<file path="config.mk">
export PLATFORM = sky130hd
export DESIGN_NAME = stepper_step_sequencer_core_flat
export DESIGN_NICKNAME = d
export VERILOG_FILES = /design/src/rtl/sss_pkg.sv /design/src/rtl/sss_if.sv /design/src/rtl/stepper_step_sequencer_core.sv /design/src/flat_wrapper.sv
export SDC_FILE = /design/constraint.sdc
export NUM_CORES = 1
export LEC_CHECK = 0
export ABC_AREA = 1
export BUFFER_PORTS_ARGS = -buffer_cell sky130_fd_sc_hd__buf_2
export CAP_MARGIN = 20
export CORE_MARGIN = 2
export CORE_UTILIZATION = 60
export DETAILED_ROUTE_END_ITERATION = 10
export PLACE_DENSITY = 0.8
export SYNTH_ARGS = -nofsm -noshare
export SYNTH_HDL_FRONTEND = slang
export SYNTH_SLANG_ARGS = --single-unit
</file>
<file path="constraint.sdc">
create_clock -name clk -period 3.24 [get_ports clk]
set_clock_uncertainty 0.1 [all_clocks]
set_input_delay 0.324 -clock clk [delete_from_list [all_inputs] [get_ports clk]]
set_output_delay 0.324 -clock clk [all_outputs]
set_load 0.005 [all_outputs]
</file>
<file path="src/rtl/sss_pkg.sv">
// Shared types, codes and constants of the stepper step sequencer.
`default_nettype none
package sss_pkg;

	localparam int unsigned POSITION_MODULUS = 2047;
	localparam int unsigned POS_W = $clog2(POSITION_MODULUS);

	localparam logic [POS_W-1:0] POS_LAST = POS_W'(POSITION_MODULUS - 1);

	localparam int unsigned CFG_INDEX_W = 2;
	localparam int unsigned CFG_DATA_W = 16;

	typedef logic [3:0] phase_t;
	localparam phase_t PHASE_RESET = 4'h8;
	localparam phase_t PHASE_FIRST = 4'h1;

	// Run mode codes. The unused code behaves like a counted move.
	typedef logic [1:0] run_mode_t;
	localparam run_mode_t MODE_COUNTED    = 2'd0;
	localparam run_mode_t MODE_CONTINUOUS = 2'd1;
	localparam run_mode_t MODE_STOP_AFTER = 2'd2;

	// Command codes of an input request.
	localparam logic CMD_TICK  = 1'b0;
	localparam logic CMD_START = 1'b1;

	// Direction codes.
	localparam logic DIR_CCW = 1'b0;
	localparam logic DIR_CW  = 1'b1;

	// Configuration register indexes.
	typedef logic [CFG_INDEX_W-1:0] cfg_index_t;
	localparam cfg_index_t CFG_RUN_MODE  = 2'd0;
	localparam cfg_index_t CFG_DIRECTION = 2'd1;
	localparam cfg_index_t CFG_DELAY     = 2'd2;

	typedef struct packed {
		phase_t           coil_phase;
		logic [POS_W-1:0] position;
		logic             moving;
		logic             stepped;
	} result_t;

endpackage
`default_nettype wire

</file>
<file path="src/rtl/sss_if.sv">
// Channel interfaces of the stepper step sequencer: input, result and configuration.
`default_nettype none
interface sss_in_if;
	logic        valid;
	logic        ready;
	logic        command;
	logic [15:0] step_target;

	modport source (output valid, output command, output step_target, input ready);
	modport sink (input valid, input command, input step_target, output ready);
endinterface

interface sss_out_if;
	logic                      valid;
	logic                      ready;
	sss_pkg::phase_t           coil_phase;
	logic [sss_pkg::POS_W-1:0] position;
	logic                      moving;
	logic                      stepped;

	modport source (output valid, output coil_phase, output position, output moving,
		output stepped, input ready);
	modport sink (input valid, input coil_phase, input position, input moving,
		input stepped, output ready);
endinterface

interface sss_cfg_if;
	logic                           valid;
	logic                           ready;
	sss_pkg::cfg_index_t            index;
	logic [sss_pkg::CFG_DATA_W-1:0] value;

	modport source (output valid, output index, output value, input ready);
	modport sink (input valid, input index, input value, output ready);
endinterface
`default_nettype wire

</file>
<file path="src/rtl/stepper_step_sequencer_core.sv">
// Top level of the stepper step sequencer: step timing, coil phase, position and result buffer.
`default_nettype none
// The sequencer takes one request per clock cycle on in_ch while ready: a start command
// that loads a step target, or a timer tick that, while a move is armed, advances the delay
// counter and, when the counter meets delay_ticks, rotates the one-hot coil phase and,
// outside continuous mode, moves the position. Every request gives exactly one registered
// result on out_ch. The state update is combinational, so requests can follow each other in
// every cycle. Results go into a two-entry output buffer; in_ch.ready drops only while both
// entries are full, so the block keeps accepting while one finished result waits downstream.
// Throughput is one request per cycle whenever out_ch is ready. Configuration
// writes on cfg_ch are always accepted and should only be made while the block is idle.
module stepper_step_sequencer_core (
	input  wire      clk,
	input  wire      arst_n,
	sss_in_if.sink   in_ch,
	sss_out_if.source out_ch,
	sss_cfg_if.sink  cfg_ch
);

	// Configuration registers.
	sss_pkg::run_mode_t run_mode_q;
	logic               direction_q;
	logic [15:0]        delay_ticks_q;

	// Sequencer state.
	sss_pkg::phase_t             phase_q;
	logic [15:0]                 delay_count_q;
	logic [sss_pkg::POS_W-1:0]   position_q;
	logic [15:0]                 step_count_q;
	logic [15:0]                 target_q;
	logic                        moving_q;
	logic                        running_q;

	// Next-state values for an accepted request.
	sss_pkg::phase_t             phase_d;
	logic [15:0]                 delay_count_d;
	logic [sss_pkg::POS_W-1:0]   position_d;
	logic [15:0]                 step_count_d;
	logic [15:0]                 target_d;
	logic                        moving_d;
	logic                        running_d;
	logic                        stepped_d;

	sss_pkg::phase_t             phase_cw;
	sss_pkg::phase_t             phase_ccw;
	logic [sss_pkg::POS_W-1:0]   position_up;
	logic [sss_pkg::POS_W-1:0]   position_down;
	logic [15:0]                 step_count_inc;
	logic                        delay_hit;

	// Output buffer: the head register drives out_ch, the skid entry catches a result
	// that arrives while the head is stalled.
	sss_pkg::result_t out_data_q;
	logic             out_valid_q;
	sss_pkg::result_t skid_data_q;
	logic             skid_valid_q;
	sss_pkg::result_t result_new;

	logic in_accept;
	logic out_pop;

	assign in_ch.ready  = ~skid_valid_q;
	assign cfg_ch.ready = 1'b1;
	assign in_accept    = in_ch.valid & in_ch.ready;
	assign out_pop      = out_valid_q & out_ch.ready;

	// Configuration writes. An index beyond the register list is ignored.
	always_ff @(posedge clk or negedge arst_n) begin
		if (!arst_n) begin
			run_mode_q    <= sss_pkg::MODE_COUNTED;
			direction_q   <= sss_pkg::DIR_CCW;
			delay_ticks_q <= '0;
		end else if (cfg_ch.valid && cfg_ch.ready) begin
			case (cfg_ch.index)
				sss_pkg::CFG_RUN_MODE:  run_mode_q    <= cfg_ch.value[1:0];
				sss_pkg::CFG_DIRECTION: direction_q   <= cfg_ch.value[0];
				sss_pkg::CFG_DELAY:     delay_ticks_q <= cfg_ch.value;
				default: ;
			endcase
		end
	end

	// Phase rotations wrap around the four coils; position moves modulo the modulus.
	assign phase_cw  = (phase_q == sss_pkg::PHASE_FIRST) ? sss_pkg::PHASE_RESET
		: (phase_q >> 1);
	assign phase_ccw = (phase_q == sss_pkg::PHASE_RESET) ? sss_pkg::PHASE_FIRST
		: (phase_q << 1);
	assign position_up   = (position_q == sss_pkg::POS_LAST) ? '0 : position_q + 1'b1;
	assign position_down = (position_q == '0) ? sss_pkg::POS_LAST : position_q - 1'b1;
	assign step_count_inc = step_count_q + 16'd1;
	assign delay_hit      = (delay_count_q == delay_ticks_q);

	always_comb begin
		phase_d       = phase_q;
		delay_count_d = delay_count_q;
		position_d    = position_q;
		step_count_d  = step_count_q;
		target_d      = target_q;
		moving_d      = moving_q;
		running_d     = running_q;
		stepped_d     = 1'b0;

		if (in_ch.command == sss_pkg::CMD_START) begin
			// A start only arms the move; counters, phase and position keep their values.
			target_d  = in_ch.step_target;
			running_d = 1'b1;
			moving_d  = 1'b1;
		end else if (running_q) begin
			if (run_mode_q == sss_pkg::MODE_CONTINUOUS) begin
				if (delay_hit) begin
					phase_d       = phase_cw;
					delay_count_d = '0;
					stepped_d     = 1'b1;
				end else begin
					delay_count_d = delay_count_q + 16'd1;
				end
			end else begin
				if (delay_hit) begin
					if (direction_q == sss_pkg::DIR_CCW) begin
						phase_d    = phase_ccw;
						position_d = position_up;
					end else begin
						phase_d    = phase_cw;
						position_d = position_down;
					end
					step_count_d  = step_count_inc;
					delay_count_d = '0;
					stepped_d     = 1'b1;
					// The move ends once the step count has reached the target.
					if (target_q <= step_count_inc) begin
						step_count_d = '0;
						target_d     = '0;
						moving_d     = 1'b0;
						running_d    = 1'b0;
					end
				end else begin
					delay_count_d = delay_count_q + 16'd1;
				end
				// In stop-after-tick mode every handled tick disarms stepping.
				if (run_mode_q == sss_pkg::MODE_STOP_AFTER) begin
					running_d = 1'b0;
				end
			end
		end
	end

	always_ff @(posedge clk or negedge arst_n) begin
		if (!arst_n) begin
			phase_q       <= sss_pkg::PHASE_RESET;
			delay_count_q <= '0;
			position_q    <= '0;
			step_count_q  <= '0;
			target_q      <= '0;
			moving_q      <= 1'b0;
			running_q     <= 1'b0;
		end else if (in_accept) begin
			phase_q       <= phase_d;
			delay_count_q <= delay_count_d;
			position_q    <= position_d;
			step_count_q  <= step_count_d;
			target_q      <= target_d;
			moving_q      <= moving_d;
			running_q     <= running_d;
		end
	end

	assign result_new = '{coil_phase: phase_d, position: position_d, moving: moving_d,
		stepped: stepped_d};

	// Valid bits of the output buffer. A request is accepted only while the skid entry is
	// empty, so a new result goes to the head when the head frees up, else to the skid.
	always_ff @(posedge clk or negedge arst_n) begin
		if (!arst_n) begin
			out_valid_q  <= 1'b0;
			skid_valid_q <= 1'b0;
		end else if (in_accept) begin
			if (!out_valid_q || out_pop) begin
				out_valid_q <= 1'b1;
			end else begin
				skid_valid_q <= 1'b1;
			end
		end else if (out_pop) begin
			out_valid_q  <= skid_valid_q;
			skid_valid_q <= 1'b0;
		end
	end

	always_ff @(posedge clk) begin
		if (in_accept) begin
			if (!out_valid_q || out_pop) begin
				out_data_q <= result_new;
			end else begin
				skid_data_q <= result_new;
			end
		end else if (out_pop && skid_valid_q) begin
			out_data_q <= skid_data_q;
		end
	end

	assign out_ch.valid      = out_valid_q;
	assign out_ch.coil_phase = out_data_q.coil_phase;
	assign out_ch.position   = out_data_q.position;
	assign out_ch.moving     = out_data_q.moving;
	assign out_ch.stepped    = out_data_q.stepped;

endmodule
`default_nettype wire

</file>
<file path="src/flat_wrapper.sv">
// flat-port wrapper written by rule: the top's interface ports become plain ports
module stepper_step_sequencer_core_flat 
  (clk, arst_n, in_ch_valid, in_ch_command, in_ch_step_target, in_ch_ready, out_ch_valid, out_ch_coil_phase, out_ch_position, out_ch_moving, out_ch_stepped, out_ch_ready, cfg_ch_valid, cfg_ch_index, cfg_ch_value, cfg_ch_ready);
  sss_in_if in_ch_i ();
  sss_out_if out_ch_i ();
  sss_cfg_if cfg_ch_i ();
  input  wire clk;
  input  wire arst_n;
  input wire logic [$bits(in_ch_i.valid)-1:0] in_ch_valid;
  input wire logic [$bits(in_ch_i.command)-1:0] in_ch_command;
  input wire logic [$bits(in_ch_i.step_target)-1:0] in_ch_step_target;
  output wire logic [$bits(in_ch_i.ready)-1:0] in_ch_ready;
  output wire logic [$bits(out_ch_i.valid)-1:0] out_ch_valid;
  output wire logic [$bits(out_ch_i.coil_phase)-1:0] out_ch_coil_phase;
  output wire logic [$bits(out_ch_i.position)-1:0] out_ch_position;
  output wire logic [$bits(out_ch_i.moving)-1:0] out_ch_moving;
  output wire logic [$bits(out_ch_i.stepped)-1:0] out_ch_stepped;
  input wire logic [$bits(out_ch_i.ready)-1:0] out_ch_ready;
  input wire logic [$bits(cfg_ch_i.valid)-1:0] cfg_ch_valid;
  input wire logic [$bits(cfg_ch_i.index)-1:0] cfg_ch_index;
  input wire logic [$bits(cfg_ch_i.value)-1:0] cfg_ch_value;
  output wire logic [$bits(cfg_ch_i.ready)-1:0] cfg_ch_ready;
  assign in_ch_i.valid = in_ch_valid;
  assign in_ch_i.command = in_ch_command;
  assign in_ch_i.step_target = in_ch_step_target;
  assign in_ch_ready = in_ch_i.ready;
  assign out_ch_valid = out_ch_i.valid;
  assign out_ch_coil_phase = out_ch_i.coil_phase;
  assign out_ch_position = out_ch_i.position;
  assign out_ch_moving = out_ch_i.moving;
  assign out_ch_stepped = out_ch_i.stepped;
  assign out_ch_i.ready = out_ch_ready;
  assign cfg_ch_i.valid = cfg_ch_valid;
  assign cfg_ch_i.index = cfg_ch_index;
  assign cfg_ch_i.value = cfg_ch_value;
  assign cfg_ch_ready = cfg_ch_i.ready;
  stepper_step_sequencer_core u_core (.clk(clk), .arst_n(arst_n), .in_ch(in_ch_i), .out_ch(out_ch_i), .cfg_ch(cfg_ch_i));
endmodule
</file>
# Word-level counts from Yosys, hierarchy flattened
# Cells that the tools add are included.
# W data, S select, Z words.
# totals
register_bits,120
in_bits,40
# classes
muxes,45
order_cmp,1
bitwise_logic,6
n_reduce_logical,20
n_eq_ne,11
n_addsub,4
# ops
cell,count
$mux W16,7
$mux W11,7
$mux W17,3
$add A16 B1 Y16 const B,2
$mux W4,8
$mux W1,20
$eq A16 B16 Y1,1
$le A16 B16 Y1,1
$reduce_and A2 Y1,7
$add A11 B1 Y11 const B,1
$eq A11 B11 Y1 const B,1
$logic_not A11 Y1,1
$sub A11 B1 Y11 const B,1
$reduce_and A5 Y1,2
$reduce_bool A2 Y1,5
$ne A2 B2 Y1 const B,3
$eq A2 B1 Y1 const B,2
$eq A2 B2 Y1 const B,2
$eq A4 B1 Y1 const B,1
$eq A4 B4 Y1 const B,1
$not A1 Y1,4
$reduce_and A3 Y1,1
$and A1 B1 Y1,2
$logic_not A2 Y1,1
3 further kinds,3

# Logic depth before layout (Yosys ltp)
# depth
word_depth,9
mapped_depth,22
mapped_depth_nobuf,22

# Worst setup path before layout
# OpenSTA, ideal clock, no wires.
# synth_path
kind,register -> register
start,register u_core.step_count_q[0]
end,register u_core.out_data_q (netlist bit u_core.out_ch.moving) (data pin)
arrival_ns,2.623
period_less_slack_ns,2.976
stages_incl_launch_ff,21
slack_ns,0.264
setup_time_ns,0.253
required_ns,2.887
n_path_buf,0
path_cell_list,dfrtp_1 ha_1 nand2_1 inv_1 nand2_1 nor2_1 nand2_1 nor2_1 nand4_1 nand2_1 inv_1 ha_1 nand2_1 nor4_2 nand3_1 nand2_1 nand2_1 nand2_1 nand2_1 nand2_1 nand2_1
# synth_between
elab_chain_len,9
# synth_rtl
element,line_no,text
start: declaration,stepper_step_sequencer_core.sv:29,logic [15:0] step_count_q;
start signal: assignment,stepper_step_sequencer_core.sv:160,step_count_q <= step_count_d;
$add A16 B1 Y16,stepper_step_sequencer_core.sv:90,assign step_count_inc = step_count_q + 16'd1;
$le A16 B16 Y1,stepper_step_sequencer_core.sv:130,if (target_q <= step_count_inc) begin
$mux W1,stepper_step_sequencer_core.sv:130,
$mux W1,stepper_step_sequencer_core.sv:118,if (delay_hit) begin
$mux W1,stepper_step_sequencer_core.sv:109,if (run_mode_q == sss_pkg::MODE_CONTINUOUS) begin
$mux W1,stepper_step_sequencer_core.sv:108,end else if (running_q) begin
$mux W1,stepper_step_sequencer_core.sv:103,if (in_ch.command == sss_pkg::CMD_START) begin
named net u_core.moving_d,stepper_step_sequencer_core.sv:40,logic moving_d;
$mux W17,stepper_step_sequencer_core.sv:190,if (!out_valid_q || out_pop) begin
$mux W17,stepper_step_sequencer_core.sv:189,if (in_accept) begin
end signal: assignment,stepper_step_sequencer_core.sv:191,out_data_q <= result_new;
end signal: assignment,stepper_step_sequencer_core.sv:196,out_data_q <= skid_data_q;
end: declaration,stepper_step_sequencer_core.sv:53,sss_pkg::result_t out_data_q;
# The timed path passes the listed nets, and every way through them passes these cells. The select of a mux whose other input is x is not followed.
# A chain may end at the register's enable or synchronous reset.

# Worst setup path after layout
# layout_path
start,register u_core.step_count_q[2]
end,register u_core.target_q[4]
# layout_between
elab_chain_len,4
# layout_rtl
element,line_no,text
$add A16 B1 Y16,stepper_step_sequencer_core.sv:90,
$le A16 B16 Y1,stepper_step_sequencer_core.sv:130,
$reduce_bool A2 Y1 (no line),n/a,
$reduce_and A5 Y1 (no line),n/a,
end signal: assignment,stepper_step_sequencer_core.sv:161,target_q <= target_d;
end: declaration,stepper_step_sequencer_core.sv:30,logic [15:0] target_q;
# No other way between the ends.

==> results_dict.tcl <==
set metrics [dict create \
    stdcell_area_mm2 0.008214 \
    viasPerCell 5.343 \
    drv_cap 0 \
    avgSynthCellArea_um2 7.737 \
    clockBufferDepth 2 \
    place_area_mm2 0.007172 \
    syn-num-nets 932 \
    syn-cell-area_mm2 0.006731 \
    cp_max_fo 9 \
    fmax_ghz 0.3312 \
    hold_viol 0 \
    final-seq-area_mm2 0.003174 \
    start_kind "flop" \
    rows 38 \
    ir_drop_uv 403.1 \
    synth_flop_cell "dfrtp_1" \
    die_area_mm2 0.01208 \
    period_needed_ns 3.019 \
    start_util 0.6182 \
    drt_iter0_drc 415 \
    power.leakage_nw 4.199 \
    gp_congestion 0.9588 \
    yosys_warnings 0 \
    setup_viol 0 \
    crit_top_cell "nand2_1" \
    worst_pin_slew_ns 0.7434 \
    path_cells "nand3_1 > nor3_2 > nand2_1 > xnor2_1 > inv_1 > ha_1 > a21o_1 > nor2_1 > nand2_1 > nand2_1 > nand2_2 > nand2_4 > nand3_4 > nand3_1 > nand2_1" \
    p_int_mw 3.876 \
    ys_seq_area_frac 0.4716 \
    outcome "complete, no violations" \
    p_sw_mw 2.173 \
    first_pass_iters 7 \
    holdWs_ns 0.002868 \
    cts_tree "done" \
    p_sw_frac 0.3593 \
    netlist_top_cells_count "nand2_1, inv_1, dfrtp_1, nor2_1, nand3_1" \
    synth_top_cell_by_area "dfrtp_1" \
    grt_pass1_vias 5725 \
    slew_violations 0 \
    globalRoute.totalOverflow 0 \
    pwr-share-seq 0.365 \
    worstPathRequired_ns 3.55 \
    relSlewSlack 0.5039 \
    io_buffers 58 \
    grt_pass1_wl_um 26780 \
    clock_latency_ns 0.54 \
    drc_errors 0 \
    wl_um 16600 \
    ioPinCount 60 \
    finalCritPeriodShare 0.9319 \
    max_stage_delay_ns 0.41 \
    clkPwrFrac 0.321 \
    finalSetupTns_ns 0 \
    powerDensity_mw_per_mm2 736.4 \
    synthTopCellsByArea "dfrtp_1, nand2_1, edfxtp_1" \
    wl_per_cell_um 14.69 \
    track_usage 0.2925 \
    die_h_um 109.9 \
    synth_top_cell_area_share 0.3160 \
    final_nets 1038 \
    cts_sinks 120 \
    synth.distinct_cells 45 \
    synth_most_common_cell "nand2_1" \
    critical_path_arrival_ns 3.33 \
    htreeDepth 4 \
    p_comb_frac 0.315 \
    multiInputGateArea_mm2 0.003117 \
    drive_above_1_share 0.1426 \
    dpl.hpwl_um 10360 \
    cp_slowest_cell "dfrtp_1" \
    critPathKind "flop to flop" \
    core_area_mm2 0.01089 \
    cts.clk_slew.worst_paths_ns 0.06 \
    end_kind "flop" \
    numCtsBuffers 17 \
    vias 6038 \
    grt_max_degree 87 \
    area_growth_pct 22.03 \
    synth-seq-cells 120 \
    nFillCells 754 \
    synth_cells 870 \
    cts_root_buf "clkbuf_8" \
    antenna_found_initial 0 \
    die_x_um 109.9 \
    fin_ws_ns 0.2206 \
    postRouteAntennaNets 0 \
    min_path_type "primary input to flop" \
    synth_edf_count 34 \
    dp_worst_setup_slack_ns 0.06523 \
    async_flop_share 0.7167 \
]
## cell families (layout without fill, tap and decap cells)
family          Yosys count  after routing  share of synthesized area
compound gates           84             84                    0.06673
xor+xnor                 19             19                    0.02472
fa+ha+maj                22             22                    0.04089
buf+inv                 124            242                    0.07342
flops                   120            120                     0.4716
other cells               1              2                  0.0005571
simple gates            500            501                     0.3221
## power groups by stage
stage | registers, mW | clock network, mW | logic, mW
after floorplan | 2.16 | 0 | 1.27
after global placement | 2.21 | 0 | 1.70
after detailed placement | 2.22 | 0 | 1.75
after CTS | 2.19 | 1.94 | 1.82
after global routing | 2.25 | 2.02 | 2.17
final | 2.21 | 1.94 | 1.90
## timing repair
item,CTS,global route
buffers inserted,0,2
setup endpoints to repair,1,36
cloned,0,1
pin swaps,0,4
hold buffers,34,0
hold endpoints to repair,121,0
resized for setup,1,11
## cells in the final DEF (no fill, tap or decap), drive strengths merged, types with 3 or more instances in the layout
cell         instances
ha                  22
xor2                16
buf                 70
nor2                92
and2                 5
xnor2                3
o211ai               3
clkbuf              18
nand3               66
nor3                16
edfxtp              34
o21ai               46
dlygate4sd3         34
nor3b                4
a21oi               27
dfrtp               85
bufinv               4
inv                104
clkinv              10
nand2              301
nand4               14
## sequential cells by signal, indices dropped and copies added (netlist names), 2 cells and up
name / flops
u_core.phase_q: 4
u_core.out_ch.coil_phase: 4
u_core.run_mode_q: 2
u_core.position_q: 11
u_core.out_ch.position: 11
u_core.target_q: 16
u_core.delay_ticks_q: 16
u_core.step_count_q: 16
u_core.skid_data_q: 17
u_core.delay_count_q: 16
## worst paths after layout
kind                                        start                       to  slack [ns]  cells past startpoint
max                        u_core.step_count_q[2]       u_core.target_q[4]        0.22                     15
min                               cfg_ch_index[0]       u_core.direction_q       0.003                      3
max reg2reg                u_core.step_count_q[2]       u_core.target_q[4]        0.22                     15
min reg2reg                     u_core.phase_q[3]        u_core.phase_q[3]        0.39                      2
max in group asynchronous                  arst_n        u_core.phase_q[3]        2.15                      3
min in group asynchronous                  arst_n  u_core.delay_ticks_q[7]        0.20                      2
## final cells by class
type                    count  share of cell area
inverters                 106             0.04859
diodes                      1           0.0003046
flip-flops and latches    120              0.3864
well taps                 140             0.02133
clock buffers              18             0.05088
repair buffers            104             0.09094
multi-input cells         627              0.3794
clock inverters            14             0.02209
## metal layers
| metal | vias up | global-route usage | part of all wire |
|---|---|---|---|
| li1 | 3012 | - | - |
| met1 | 2755 | 0.3900 | 0.43 |
| met2 | 229 | 0.4579 | 0.47 |
| met3 | 42 | 0.06520 | 0.069 |
| met4 | 0 | 0.1293 | 0.031 |
| met5 | - | 0 | 0 |
## per-stage QoR
step                instances  utilization  total power, mW
detailed placement       1059       0.6587            3.967
global placement         1059       0.6587            3.916
finish                   1130       0.7544            6.049
CTS                      1125       0.7452            5.947
global route             1129       0.7542            6.439
floorplan                 870            -            3.433
## critical path, delay by kind of cell (launching register included)
kind	cells	cell delay [ns]
AO/OA/AOI/OAI	1	0.17
buffers and inverters	1	0.09
adder cells (fa/ha/maj)	1	0.30
flip-flops	1	0.41
XOR/XNOR	1	0.36
AND/OR/NAND/NOR	11	1.46
Power figures use the tool's default switching activity.
